--- src/rtl/sbi_pkg.sv ---
// Shared constants, types and helper functions of the segment/box intersection pipeline.
`default_nettype none

package sbi_pkg;

  localparam int NAX       = 3;           // axes x, y, z
  localparam int CW        = 32;          // coordinate width, Q16.16
  localparam int DW        = CW + 1;      // exact difference of two coordinates
  localparam int FRAC_BITS = 16;
  localparam int QW        = 18;          // quotient magnitude bits kept
  localparam int TW        = QW + 1;      // signed t
  localparam int RW        = DW + QW;     // divider remainder
  localparam int PW        = TW + DW;     // t times difference
  localparam int KW        = 37;          // coordinate at t
  localparam int VW        = 40;          // range-test operand width
  localparam int TOLW      = 16;
  localparam int DIV_LAT   = QW + 2;      // prep, one stage per quotient bit, sign
  localparam int CRD_LAT   = 3;           // multiply, rescale and add, range test
  localparam int LAT       = DIV_LAT + CRD_LAT + 3;  // input, differences, hit

  localparam logic [TOLW-1:0] TOL_RST = 16'd1;
  localparam logic signed [VW-1:0] T_ONE = 40'sd65536;

  typedef struct packed {
    logic [NAX-1:0][CW-1:0] s0;       // segment start
    logic [NAX-1:0][CW-1:0] lo;       // box lower corner
    logic [NAX-1:0][CW-1:0] hi;       // box upper corner
    logic [NAX-1:0][DW-1:0] den;      // end minus start
    logic [NAX-1:0]         dok;      // difference outside tolerance
    logic [NAX-1:0][1:0]    inpl;     // segment lies in face plane
  } side_t;

  typedef struct packed {
    logic [NAX-1:0]      dok;
    logic [NAX-1:0][1:0] inpl;
    logic [NAX-1:0][1:0] tp;          // t passed its [0,1] test
  } flag_t;

  // Index of the j-th remaining axis once axis q is taken out.
  function automatic int oth(input int q, input int j);
    if (j == 0) begin
      return (q == 0) ? 1 : 0;
    end
    return (q == 2) ? 1 : 2;
  endfunction

  function automatic logic wtol(input logic signed [DW:0] d, input logic [TOLW-1:0] tol);
    logic signed [DW:0] tw;
    tw = signed'((DW+1)'(tol));
    return (d >= -tw) && (d <= tw);
  endfunction

  function automatic logic in_rng(input logic signed [VW-1:0] lo,
                                  input logic signed [VW-1:0] hi,
                                  input logic signed [VW-1:0] v,
                                  input logic [TOLW-1:0] tol);
    logic signed [VW:0] dl;
    logic signed [VW:0] dh;
    logic signed [VW:0] tw;
    dl = (VW+1)'(v) - (VW+1)'(lo);
    dh = (VW+1)'(v) - (VW+1)'(hi);
    tw = signed'((VW+1)'(tol));
    return ((lo <= v) && (v <= hi)) || ((dl >= -tw) && (dl <= tw)) ||
           ((dh >= -tw) && (dh <= tw));
  endfunction

endpackage

`default_nettype wire

--- src/rtl/sbi_coord.sv ---
// Coordinate at parameter t and its tolerant range test against a box slab.
`default_nettype none

module sbi_coord (
  input  logic                              clk,
  input  logic                              adv,
  input  logic [sbi_pkg::TOLW-1:0]          tol,
  input  logic signed [sbi_pkg::TW-1:0]     t_i,
  input  logic signed [sbi_pkg::CW-1:0]     c0_i,
  input  logic signed [sbi_pkg::DW-1:0]     dc_i,
  input  logic signed [sbi_pkg::CW-1:0]     lo_i,
  input  logic signed [sbi_pkg::CW-1:0]     hi_i,
  output logic                              inr_o
);

  localparam int PW = sbi_pkg::PW;
  localparam int KW = sbi_pkg::KW;
  localparam int CW = sbi_pkg::CW;
  localparam logic signed [PW-1:0] RND = (1 <<< sbi_pkg::FRAC_BITS) - 1;

  logic signed [PW-1:0] prod_r;
  logic signed [CW-1:0] c0_r;
  logic signed [CW-1:0] lo1_r;
  logic signed [CW-1:0] hi1_r;
  logic signed [PW-1:0] adj_c;
  logic signed [KW-1:0] crd_nxt;
  logic signed [KW-1:0] crd_r;
  logic signed [CW-1:0] lo2_r;
  logic signed [CW-1:0] hi2_r;
  logic                 inr_r;

  always_ff @(posedge clk) begin
    if (adv) begin
      prod_r <= PW'(t_i) * PW'(dc_i);
      c0_r   <= c0_i;
      lo1_r  <= lo_i;
      hi1_r  <= hi_i;
    end
  end

  // rescale by 2^-16 truncating toward zero
  always_comb begin
    adj_c   = prod_r[PW-1] ? (prod_r + RND) : prod_r;
    crd_nxt = KW'(c0_r) + KW'(adj_c >>> sbi_pkg::FRAC_BITS);
  end

  always_ff @(posedge clk) begin
    if (adv) begin
      crd_r <= crd_nxt;
      lo2_r <= lo1_r;
      hi2_r <= hi1_r;
      inr_r <= sbi_pkg::in_rng(sbi_pkg::VW'(lo2_r), sbi_pkg::VW'(hi2_r),
                               sbi_pkg::VW'(crd_r), tol);
    end
  end

  assign inr_o = inr_r;

endmodule

`default_nettype wire

--- config.mk ---
export PLATFORM = sky130hd
export DESIGN_NAME = sbi_coord
export DESIGN_NICKNAME = d
export VERILOG_FILES = /design/src/rtl/sbi_pkg.sv /design/src/rtl/sbi_coord.sv
export SDC_FILE = /design/constraint.sdc
export NUM_CORES = 2
export LEC_CHECK = 0
export BUFFER_PORTS_ARGS = -buffer_cell sky130_fd_sc_hd__buf_2
export CAP_MARGIN = 20
export CORE_MARGIN = 10
export CORE_UTILIZATION = 64
export DETAILED_ROUTE_END_ITERATION = 10
export GPL_TIMING_DRIVEN = 0
export PLACE_DENSITY = 0.92
export SYNTH_ARGS = -nofsm -noshare
export SYNTH_HDL_FRONTEND = slang
export SYNTH_SLANG_ARGS = --single-unit
--- constraint.sdc ---
create_clock -name clk -period 23.5 [get_ports clk]
set_clock_uncertainty 0.05 [all_clocks]
set_input_delay 3.525 -clock clk [delete_from_list [all_inputs] [get_ports clk]]
set_output_delay 3.525 -clock clk [all_outputs]
set_load 0.05 [all_outputs]
==> results.toml <==
[clock_network]
post-cts-setup-buffer-count = 0
cts_hold_buf = 0
clkLatencyLatePin_ns = 0.57
cts-root-buf = "clkbuf_16"
clkSinkCount = 250
cts_tree = "built"
cts_buffers = 27
clk_pin_slew_ns = 0.06
ctsResizeCount = 0
h-tree-depth = 1
clockBufferDepth = 3

[global_route]
antenna_found_initial = 7
grt_max_degree = 104
grt_pass1_wl_mm = 180
grt_overflow_total = 0
track_usage_pct = 33.0
grt_pass1_vias = 33000

[sta]
slew_viol_final = 0
relSlewSlack_pct = 30.0
fin_setup_tns_ns = 0
rsz0062_at_grt = "false"
fmax_mhz = 87.4
period_minus_slack_ns = 11.44
worst_pin_slew_ns = 1.05
setup_violations = 0
period_share_pct = 48.7
hold_viol_final = 0

[floorplan]
start_util_pct = 64.9
placementRows = 89
die-area_um2 = 70300
die_h_um = 265
ios = 167
die_w_um = 265
placeableCoreArea_um2 = 59200

[yosys]
ys_top_cells_by_area = "fa_1 (32%), edfxtp_1 (20%), ha_1 (12%)"
synth_top_area_share_pct = 31.8
syn_area_per_cell_um2 = 9.67
syn_area_um2 = 38400
yosysWarnings = 0
synth.distinct_cells = 71
synth_edf_count = 250
async_flop_share_pct = 0
ys_seq_area_share_pct = 19.5
yosys.area.top_type = "fa_1"
syn_nets = 5115
synth_seq_cells = 250
syn-instance-count = 3974
synth_ff_type = "edfxtp_1"

[critical_path]
worstSetupStartpoint = "dc_i[12]"
crit_required_ns = 23.76
worstReg2RegStart = "crd_r[0]"
cp-endpoint = "prod_r[47]"
critical_path_class = "primary input to flip-flop"
reg2reg_depth = 25
r2r_slack_ns = 16.76
worstReg2RegEnd = "inr_o"
critical_path.max_fanout = 10
arrival_ns = 11.69
startpoint_type = "primary input"
end_kind = "flip-flop"

[min_path]
hp-class = "flip-flop to flip-flop"

[routing]
drcViolationCount = 0
wire_per_inst_um = 23.3
drt-vias-per-instance = 6.29
vias = 31100
ant_nets = 0
firstDrtPassIters = 9
drt_iter0_drc = 3326
drt_wl_total_mm = 115

[finish]
synthToLayoutAreaGrowth_pct = 6.76
nNetsFinal = 5293
drive_gt1_share_pct = 4.82
nFillCells = 4281

[run]
drv_cap = 0

[placed_design]
port_buffers = 147
gp_congestion = 1.04
dp_hpwl_mm = 94.1

[run_status]
status = "completed"
## logic make-up after synthesis
group,synth area share (%)
buf+inv,8.11
fa+ha+maj,43.7
xor+xnor,4.42
compound gates,9.21
mux,0.0293
simple gates,15.0
flops,19.5
## worst max-delay path, cell delays in order
cell      delay, ns
clkbuf_1       0.53
clkbuf_1       0.60
nand2_1        0.18
fa_1           0.58
inv_1          0.06
fa_1           0.49
inv_1          0.05
fa_1           0.47
inv_1          0.05
fa_1           0.48
fa_1           0.55
inv_1          0.05
fa_1           0.51
inv_1          0.05
ha_1           0.27
ha_1           0.32
and2_1         0.17
a221o_1        0.36
a311o_1        0.46
a41oi_1        0.46
o21ba_2        0.26
o21ai_0        0.22
or4_1          0.57
a41oi_1        0.30
xnor2_1        0.11
## worst min-delay path by stage
stage / start / cells past startpoint / end / slack [ns]
finish: hi1_r[5] / 0 / hi2_r[5] / 0.36
CTS: hi1_r[5] / 0 / hi2_r[5] / 0.36
detailed placement: lo1_r[5] / 0 / lo2_r[5] / 0.35
floorplan: hi1_r[0] / 0 / hi2_r[0] / 0.35
global route: hi1_r[1] / 0 / hi2_r[1] / 0.37
global placement: hi1_r[1] / 0 / hi2_r[1] / 0.35
## placed cells by master (no fill, tap or decap), types with 5 or more instances in the layout
cell type,synthesis,layout
nand2b_1,27,27
a21boi_0,6,6
or3_1,6,6
o21ai_0,102,102
a41oi_1,5,5
xnor2_1,130,130
a31oi_1,13,13
ha_1,365,365
clkbuf_16,0,27
fa_1,610,610
diode_2,0,5
xor2_1,64,64
o21a_1,25,25
or4_1,12,12
nand2_1,439,439
o31ai_1,7,7
nand4_1,47,47
nor2_1,149,149
or2_2,5,5
and3_1,25,25
o21bai_1,27,27
inv_1,693,693
and2_1,296,296
nor3_1,32,32
a21o_1,73,73
nand3b_1,5,5
nand3_1,78,78
clkbuf_1,135,139
a21oi_1,190,190
a221oi_1,7,7
and4_1,5,5
o211ai_1,10,10
clkinv_1,1,7
a2111oi_0,5,5
edfxtp_1,250,250
a211o_1,9,9
nor4_1,14,14
a211oi_1,22,22
nor2b_1,23,23
buf_2,1,147
## sequential cells by signal, summed over array words and instances, names as in the netlist
name and count:
prod_r 52, crd_r 37, c0_r 32, hi1_r 32
hi2_r 32, lo1_r 32, lo2_r 32, inr_o 1
## layout make-up
type	instances	area, µm²	share of cell area [%]
Antenna cell	5	12.5	0.0305
Tap cell	773	967	2.36
Clock buffer	31	691	1.68
Multi-Input combinational cell	2894	27800	67.8
Sequential cell	250	7510	18.3
Buffer	136	512	1.25
Inverter	694	2610	6.35
Clock inverter	13	129	0.314
Timing Repair Buffer	149	801	1.95
## Yosys cell counts (all sizes together), types with 4 or more instances
| library cell | number |
|---|---|
| inv | 693 |
| fa | 610 |
| nand2 | 439 |
| ha | 365 |
| and2 | 296 |
| edfxtp | 250 |
| a21oi | 191 |
| nor2 | 149 |
| clkbuf | 135 |
| xnor2 | 130 |
| o21ai | 103 |
| nand3 | 78 |
| a21o | 73 |
| xor2 | 64 |
| nand4 | 47 |
| nor3 | 32 |
| nand2b | 27 |
| o21bai | 27 |
| and3 | 25 |
| o21a | 25 |
| a211oi | 23 |
| nor2b | 23 |
| nor4 | 14 |
| a31oi | 13 |
| o211ai | 12 |
| or4 | 12 |
| a211o | 9 |
| a221oi | 8 |
| o31ai | 8 |
| a21boi | 6 |
| or3 | 6 |
| a2111oi | 5 |
| a41oi | 5 |
| and4 | 5 |
| nand3b | 5 |
| or2 | 5 |
| a221o | 4 |
| o221ai | 4 |
| o22ai | 4 |
## metal layers
| metal | part of all wire, % | vias to the layer above | global-route usage, % | wire [µm] |
|---|---|---|---|---|
| met5 | 0.081 | - | 0 | 93 |
| met4 | 7.9 | 8 | 20.6 | 9080 |
| met3 | 11 | 627 | 8.05 | 13300 |
| met2 | 47 | 2085 | 54.3 | 53800 |
| met1 | 34 | 15200 | 38.6 | 39100 |
| li1 | - | 13200 | - | - |
## through the flow
| step | hold WS (ns) | cells | setup WS (ns) | cell area [µm²] | util, % |
|---|---|---|---|---|---|
| floorplan | 0.350 | 3974 | 12.97 | 38400 | - |
| global placement | 0.351 | 4894 | 11.84 | 40100 | 67.8 |
| detailed placement | 0.355 | 4896 | 11.67 | 40200 | 67.9 |
| CTS | 0.362 | 4940 | 12.24 | 41000 | 69.2 |
| global route | 0.370 | 4942 | 11.88 | 41000 | 69.3 |
| finish | 0.361 | 4945 | 12.06 | 41000 | 69.3 |
Power is not shown: default switching activity piles up to over one toggle a cycle in this logic, so the estimate is an artifact.
