[config.mk]
export PLATFORM = sky130hd
export DESIGN_NAME = sbi_div
export DESIGN_NICKNAME = d
export VERILOG_FILES = /design/src/rtl/sbi_pkg.sv /design/src/rtl/sbi_div.sv
export SDC_FILE = /design/constraint.sdc
export NUM_CORES = 2
export LEC_CHECK = 0
export BUFFER_PORTS_ARGS = -buffer_cell sky130_fd_sc_hd__buf_2
export CAP_MARGIN = 25
export CORE_AREA = 2 2 558 560
export DETAILED_ROUTE_END_ITERATION = 10
export DIE_AREA = 0 0 560 562
export PLACE_DENSITY = 0.47
export SLEW_MARGIN = 20
export SYNTH_ARGS = -nofsm -noshare
export SYNTH_HDL_FRONTEND = slang
export SYNTH_SLANG_ARGS = --single-unit
[constraint.sdc]
create_clock -name clk -period 6.4 [get_ports clk]
set_input_delay 0.32 -clock clk [delete_from_list [all_inputs] [get_ports clk]]
set_output_delay 0.32 -clock clk [all_outputs]
set_load 0.005 [all_outputs]
[src/rtl/sbi_pkg.sv]
// Shared constants, types and helper functions of the segment/box intersection pipeline.
`default_nettype none

package sbi_pkg;

  localparam int NAX       = 3;           // axes x, y, z
  localparam int CW        = 32;          // coordinate width, Q16.16
  localparam int DW        = CW + 1;      // exact difference of two coordinates
  localparam int FRAC_BITS = 16;
  localparam int QW        = 18;          // quotient magnitude bits kept
  localparam int TW        = QW + 1;      // signed t
  localparam int RW        = DW + QW;     // divider remainder
  localparam int PW        = TW + DW;     // t times difference
  localparam int KW        = 37;          // coordinate at t
  localparam int VW        = 40;          // range-test operand width
  localparam int TOLW      = 16;
  localparam int DIV_LAT   = QW + 2;      // prep, one stage per quotient bit, sign
  localparam int CRD_LAT   = 3;           // multiply, rescale and add, range test
  localparam int LAT       = DIV_LAT + CRD_LAT + 3;  // input, differences, hit

  localparam logic [TOLW-1:0] TOL_RST = 16'd1;
  localparam logic signed [VW-1:0] T_ONE = 40'sd65536;

  typedef struct packed {
    logic [NAX-1:0][CW-1:0] s0;       // segment start
    logic [NAX-1:0][CW-1:0] lo;       // box lower corner
    logic [NAX-1:0][CW-1:0] hi;       // box upper corner
    logic [NAX-1:0][DW-1:0] den;      // end minus start
    logic [NAX-1:0]         dok;      // difference outside tolerance
    logic [NAX-1:0][1:0]    inpl;     // segment lies in face plane
  } side_t;

  typedef struct packed {
    logic [NAX-1:0]      dok;
    logic [NAX-1:0][1:0] inpl;
    logic [NAX-1:0][1:0] tp;          // t passed its [0,1] test
  } flag_t;

  // Index of the j-th remaining axis once axis q is taken out.
  function automatic int oth(input int q, input int j);
    if (j == 0) begin
      return (q == 0) ? 1 : 0;
    end
    return (q == 2) ? 1 : 2;
  endfunction

  function automatic logic wtol(input logic signed [DW:0] d, input logic [TOLW-1:0] tol);
    logic signed [DW:0] tw;
    tw = signed'((DW+1)'(tol));
    return (d >= -tw) && (d <= tw);
  endfunction

  function automatic logic in_rng(input logic signed [VW-1:0] lo,
                                  input logic signed [VW-1:0] hi,
                                  input logic signed [VW-1:0] v,
                                  input logic [TOLW-1:0] tol);
    logic signed [VW:0] dl;
    logic signed [VW:0] dh;
    logic signed [VW:0] tw;
    dl = (VW+1)'(v) - (VW+1)'(lo);
    dh = (VW+1)'(v) - (VW+1)'(hi);
    tw = signed'((VW+1)'(tol));
    return ((lo <= v) && (v <= hi)) || ((dl >= -tw) && (dl <= tw)) ||
           ((dh >= -tw) && (dh <= tw));
  endfunction

endpackage

`default_nettype wire

[src/rtl/sbi_div.sv]
// Pipelined restoring divider giving t at a face plane and its range verdict.
`default_nettype none

module sbi_div (
  input  logic                                clk,
  input  logic                                adv,
  input  logic [sbi_pkg::TOLW-1:0]            tol,
  input  logic signed [sbi_pkg::DW-1:0]       num_i,
  input  logic signed [sbi_pkg::DW-1:0]       den_i,
  output logic signed [sbi_pkg::TW-1:0]       t_o,
  output logic                                tpass_o
);

  localparam int QW = sbi_pkg::QW;
  localparam int DW = sbi_pkg::DW;
  localparam int RW = sbi_pkg::RW;
  localparam int TW = sbi_pkg::TW;

  logic [DW-1:0] na_c;
  logic [DW-1:0] da_c;
  logic          ovf_c;

  logic [RW-1:0] rem_r [0:QW-1];
  logic [DW-1:0] d_r   [0:QW-1];
  logic [QW-1:0] q_r   [0:QW];
  logic          sg_r  [0:QW];
  logic          ov_r  [0:QW];

  logic signed [TW-1:0] tq_c;
  logic signed [TW-1:0] t_nxt;
  logic signed [TW-1:0] t_r;
  logic                 tpass_r;

  always_comb begin
    na_c  = num_i[DW-1] ? DW'(-num_i) : DW'(num_i);
    da_c  = den_i[DW-1] ? DW'(-den_i) : DW'(den_i);
    // quotient would need more than QW bits: t is far outside [0,1]
    ovf_c = {2'b00, na_c} >= {da_c, 2'b00};
  end

  always_ff @(posedge clk) begin
    if (adv) begin
      rem_r[0] <= RW'({na_c, {sbi_pkg::FRAC_BITS{1'b0}}});
      d_r[0]   <= da_c;
      q_r[0]   <= '0;
      sg_r[0]  <= num_i[DW-1] ^ den_i[DW-1];
      ov_r[0]  <= ovf_c;
    end
  end

  for (genvar k = 0; k < QW; k++) begin : g_step
    localparam int SH = QW - 1 - k;
    logic [RW-1:0] sub_w;
    logic          ge_w;
    assign sub_w = RW'(d_r[k]) << SH;
    assign ge_w  = rem_r[k] >= sub_w;

    always_ff @(posedge clk) begin
      if (adv) begin
        q_r[k+1]  <= q_r[k] | (QW'(ge_w) << SH);
        sg_r[k+1] <= sg_r[k];
        ov_r[k+1] <= ov_r[k];
      end
    end

    if (k < QW - 1) begin : g_rem
      always_ff @(posedge clk) begin
        if (adv) begin
          rem_r[k+1] <= ge_w ? (rem_r[k] - sub_w) : rem_r[k];
          d_r[k+1]   <= d_r[k];
        end
      end
    end
  end

  always_comb begin
    tq_c  = $signed({1'b0, q_r[QW]});
    t_nxt = sg_r[QW] ? -tq_c : tq_c;
  end

  always_ff @(posedge clk) begin
    if (adv) begin
      t_r     <= t_nxt;
      tpass_r <= !ov_r[QW] &&
                 sbi_pkg::in_rng('0, sbi_pkg::T_ONE, sbi_pkg::VW'(t_nxt), tol);
    end
  end

  assign t_o     = t_r;
  assign tpass_o = tpass_r;

endmodule

`default_nettype wire

==> run_results.csv <==
group,metric,value,unit
run_status,outcome,"completed",
logic_synthesis,synth-edff-count,1571,
placed_design,placed_cells,12600,
global_routing,grt_start_max_net_pins,190,
power,leakagePower,41.0,nW
final_layout,design_area,0.105,mm2
route,number_of_nets_with_antenna_violations_after_routing,0,
sta,final_critical_path_setup_slack,1.41,ns
cts,clock_latency,0.85,ns
cts,cts-root-to-sink-buffers,4,
placed_design,port_buffers,103,
global_routing,vias_in_the_first_global_route,66000,
placed_design,place.detailed.hpwl,184000,um
sta,tightest_slew,1.08,ns
die,rows,204,
die,fp.dieArea,0.315,mm2
cts,numClockSinks,1571,
worst_hold_path,hp-class,"input pin to flip-flop",
final_layout,drive_above_1_share,7.48,%
logic_synthesis,synth-seq-cells,1571,
route,drt_drc_violations_left,0,
critical_path,crit_path_end_kind,"flip-flop",
die,start_util,29.9,%
run,max_cap_violations,0,
sta,setup_viol_count_final,0,
die,core_region_area,0.308,mm2
global_routing,number_of_antenna_violations_at_the_first_check_in_global_routing,4,
critical_path,timing.critical_path.from_type,"flip-flop",
final_layout,final.fill_count,30700,
critical_path,worst_ep_arrival_time,5.56,ns
logic_synthesis,share_of_flip_flops_with_an_asynchronous_set_or_reset_after_synthesis,0,%
logic_synthesis,synth_area,0.0921,mm2
cts,cts.repair.resized,0,
sta,hold_ws,0.109,ns
logic_synthesis,post_synth.cell_area_avg,10.8,um2
final_layout,layout_common_cells,"sky130_fd_sc_hd__edfxtp_1, sky130_fd_sc_hd__inv_1, sky130_fd_sc_hd__a21oi_1, sky130_fd_sc_hd__ha_1, sky130_fd_sc_hd__nand2_1",
logic_synthesis,most_used_dff_post_synth,"sky130_fd_sc_hd__edfxtp_1",
route,drtIter0Drc,3809,
global_routing,overflow,0,
sta,setup_tns,0,ns
cts,clk_pin_slew_worst_paths,0.06,ns
global_routing,grt_first_pass_wirelength,371000,um
cts,cts_inserted_buffers,193,
final_layout,most_common_library_cell_in_the_layout_ignoring_fill_and_taps,"sky130_fd_sc_hd__edfxtp_1",
global_routing,grt.total_usage,14.8,%
placed_design,dp_worst_setup_slack,1.46,ns
logic_synthesis,synth_seq_area_share,51.2,%
cts,cts_tree,"built",
critical_path,crit_path_max_fanout,35,
route,number_of_detailed_routing_iterations_run_before_antenna_repair,6,
final_layout,signed_area_change_from_the_synthesized_netlist_to_the_final_layout,13.5,%
sta,max_clock_freq,0.200,GHz
die,die-height,562,um
logic_synthesis,synth.yosys.warnings,0,
route,finalWirelength,238000,um
final_layout,instances_no_fill,13000,
critical_path,critPathKind,"flip-flop to flip-flop",
sta,slew_hr,26.3,%
power,pwr_density_cell,426,mW/mm2
placed_design,placed_area,0.0978,mm2
critical_path,required_time_of_the_worst_setup_path,6.97,ns
placed_design,finalWeightedCongestion,0.917,
die,pin_count,104,
sta,final_period_minus_worst_setup_slack,5.00,ns
logic_synthesis,synthCells,8494,
sta,slew_viol_final,0,
die,horizontal_die_dimension,560,um
route,routed_via_density,4.90,
power,irDropWorstVdd,249,uV
logic_synthesis,syn_nets,9290,
route,detail_route.wl_per_cell,18.2,um
cts,h-tree-depth,4,
cts,clock-root-buffer,"sky130_fd_sc_hd__clkbuf_16",
final_layout,fin_nets,9562,
sta,finalHoldViolations,0,
route,routed-via-count,63900,
cts,cts.repair_timing.setup_buffer_count,0,
sta,rsz0062_at_grt,"no",
logic_synthesis,ys_types,93,
sta,final_min_period_over_clock_period,78.0,%
sta,final.setup_skew,0.0684,ns
[final timing paths]
check	depth (start not counted)	slack, ns	start	to
min	3	0.11	num_i[1]	rem_r[0][17]$_DFFE_PP_
max reg2reg	12	1.41	rem_r[16][26]$_DFFE_PP_	rem_r[17][45]$_DFFE_PP_
min reg2reg	0	0.38	q_r[3][16]$_DFFE_PP_	q_r[4][16]$_DFFE_PP_
max	12	1.41	rem_r[16][26]$_DFFE_PP_	rem_r[17][45]$_DFFE_PP_
[area by class of cell]
cell class,count,area [um2],share of cell area (%)
Timing Repair Buffer,251,1940,1.85
Inverter,804,3020,2.89
Clock buffer,230,5030,4.81
Tap cell,4120,5150,4.93
Antenna cell,2,5.00,0.00479
Multi-Input combinational cell,5945,41300,39.5
Clock inverter,106,910,0.870
Sequential cell,1571,47200,45.1
[sequential cells by signal, summed over array words and instances (netlist names)]
register and flops:
q_r 171, t_o 19, rem_r 748, tpass_o 1, sg_r 19, ov_r 19
d_r 594
[cell usage after synthesis (16+ instances only)]
| cell | n | area share (%) |
|---|---|---|
| sky130_fd_sc_hd__edfxtp_1 | 1571 | 51 |
| sky130_fd_sc_hd__inv_1 | 803 | 3.3 |
| sky130_fd_sc_hd__a21oi_1 | 722 | 3.9 |
| sky130_fd_sc_hd__ha_1 | 695 | 9.4 |
| sky130_fd_sc_hd__nand2_1 | 573 | 2.3 |
| sky130_fd_sc_hd__nor2_1 | 570 | 2.3 |
| sky130_fd_sc_hd__o21ai_0 | 518 | 2.8 |
| sky130_fd_sc_hd__xnor2_1 | 438 | 4.2 |
| sky130_fd_sc_hd__a21o_1 | 290 | 2.4 |
| sky130_fd_sc_hd__xor2_1 | 255 | 2.4 |
| sky130_fd_sc_hd__nor3_1 | 162 | 0.88 |
| sky130_fd_sc_hd__clkbuf_1 | 141 | 0.57 |
| sky130_fd_sc_hd__nand3_1 | 140 | 0.76 |
| sky130_fd_sc_hd__mux2_2 | 133 | 1.6 |
| sky130_fd_sc_hd__nand2b_1 | 123 | 0.84 |
| sky130_fd_sc_hd__nand4_1 | 111 | 0.75 |
| sky130_fd_sc_hd__o21a_1 | 90 | 0.73 |
| sky130_fd_sc_hd__nor2b_1 | 89 | 0.60 |
| sky130_fd_sc_hd__nor4_1 | 74 | 0.50 |
| sky130_fd_sc_hd__o21bai_1 | 69 | 0.56 |
| sky130_fd_sc_hd__a211oi_1 | 68 | 0.55 |
| sky130_fd_sc_hd__o31ai_1 | 68 | 0.55 |
| sky130_fd_sc_hd__a31oi_1 | 67 | 0.46 |
| sky130_fd_sc_hd__and3_1 | 67 | 0.46 |
| sky130_fd_sc_hd__or3_1 | 66 | 0.45 |
| sky130_fd_sc_hd__and2_1 | 46 | 0.31 |
| sky130_fd_sc_hd__or2_2 | 41 | 0.28 |
| sky130_fd_sc_hd__or4_1 | 35 | 0.29 |
| sky130_fd_sc_hd__o211ai_1 | 34 | 0.28 |
| sky130_fd_sc_hd__and4_1 | 31 | 0.29 |
| sky130_fd_sc_hd__o31a_1 | 27 | 0.26 |
| sky130_fd_sc_hd__buf_2 | 25 | 0.14 |
| sky130_fd_sc_hd__o41ai_1 | 23 | 0.22 |
| sky130_fd_sc_hd__a211o_1 | 22 | 0.21 |
| sky130_fd_sc_hd__nand3b_1 | 19 | 0.15 |
| sky130_fd_sc_hd__fa_1 | 17 | 0.37 |
| sky130_fd_sc_hd__a31o_2 | 16 | 0.15 |
| sky130_fd_sc_hd__nor3b_1 | 16 | 0.13 |
| sky130_fd_sc_hd__o2111ai_1 | 16 | 0.15 |
[what timing repair did]
| action | CTS | global route |
|---|---|---|
| endpoints found under the hold margin | 66 | 0 |
| endpoints found under the setup margin | 0 | 0 |
| hold buffers | 76 | 0 |
[per-stage QoR]
step | total power [mW] | utilization [%]
floorplan | 29.2 | -
global placement | 34.0 | 31.7
detailed placement | 34.2 | 31.7
CTS | 45.0 | 33.9
global route | 47.7 | 33.9
finish | 44.6 | 33.9
[critical path: stages (launching register included)]
cell and delay [ns]:
sky130_fd_sc_hd__edfxtp_1 0.40, sky130_fd_sc_hd__ha_1 0.39, sky130_fd_sc_hd__and3_1 0.20, sky130_fd_sc_hd__a221o_1 0.37, sky130_fd_sc_hd__nand3b_1 0.21, sky130_fd_sc_hd__a2111oi_0 0.86, sky130_fd_sc_hd__o21bai_1 0.35, sky130_fd_sc_hd__o31ai_1 0.67
sky130_fd_sc_hd__and3_1 0.28, sky130_fd_sc_hd__inv_1 0.20, sky130_fd_sc_hd__buf_4 0.33, sky130_fd_sc_hd__o311ai_0 0.28, sky130_fd_sc_hd__xnor2_1 0.11
[metal layers]
| layer | GRT usage, % | vias to the layer above | share of wire, % |
|---|---|---|---|
| met3 | 1.73 | 541 | 2.8 |
| met5 | 0 | - | 0 |
| met1 | 15.8 | 30300 | 39 |
| met4 | 6.84 | 0 | 4.9 |
| li1 | - | 31800 | - |
| met2 | 28.7 | 1146 | 53 |
[power breakdown]
group          switching, mW  leakage, nW  total [mW]  internal [mW]
clock                   4.28         2.90        10.4           6.16
combinational           10.2         22.9        17.9           7.63
sequential              1.51         15.2        16.3           14.7
total                   16.0         41.0        44.6           28.5
[cell families (layout without fill, tap and decap cells)]
group / Yosys count / in the layout / share of synthesized area [%]
AOI/OAI and AO/OA: 2202 / 2202 / 14.9
xor gates and xnor gates: 693 / 693 / 6.59
adders and majority gates: 712 / 712 / 9.81
buffers and inverters: 978 / 1391 / 4.02
DFF: 1571 / 1571 / 51.2
muxes: 143 / 143 / 1.74
other: 0 / 2 / 0
and+or+nand+nor: 2195 / 2195 / 11.7
No activity file was read; power rests on OpenSTA's default activity.
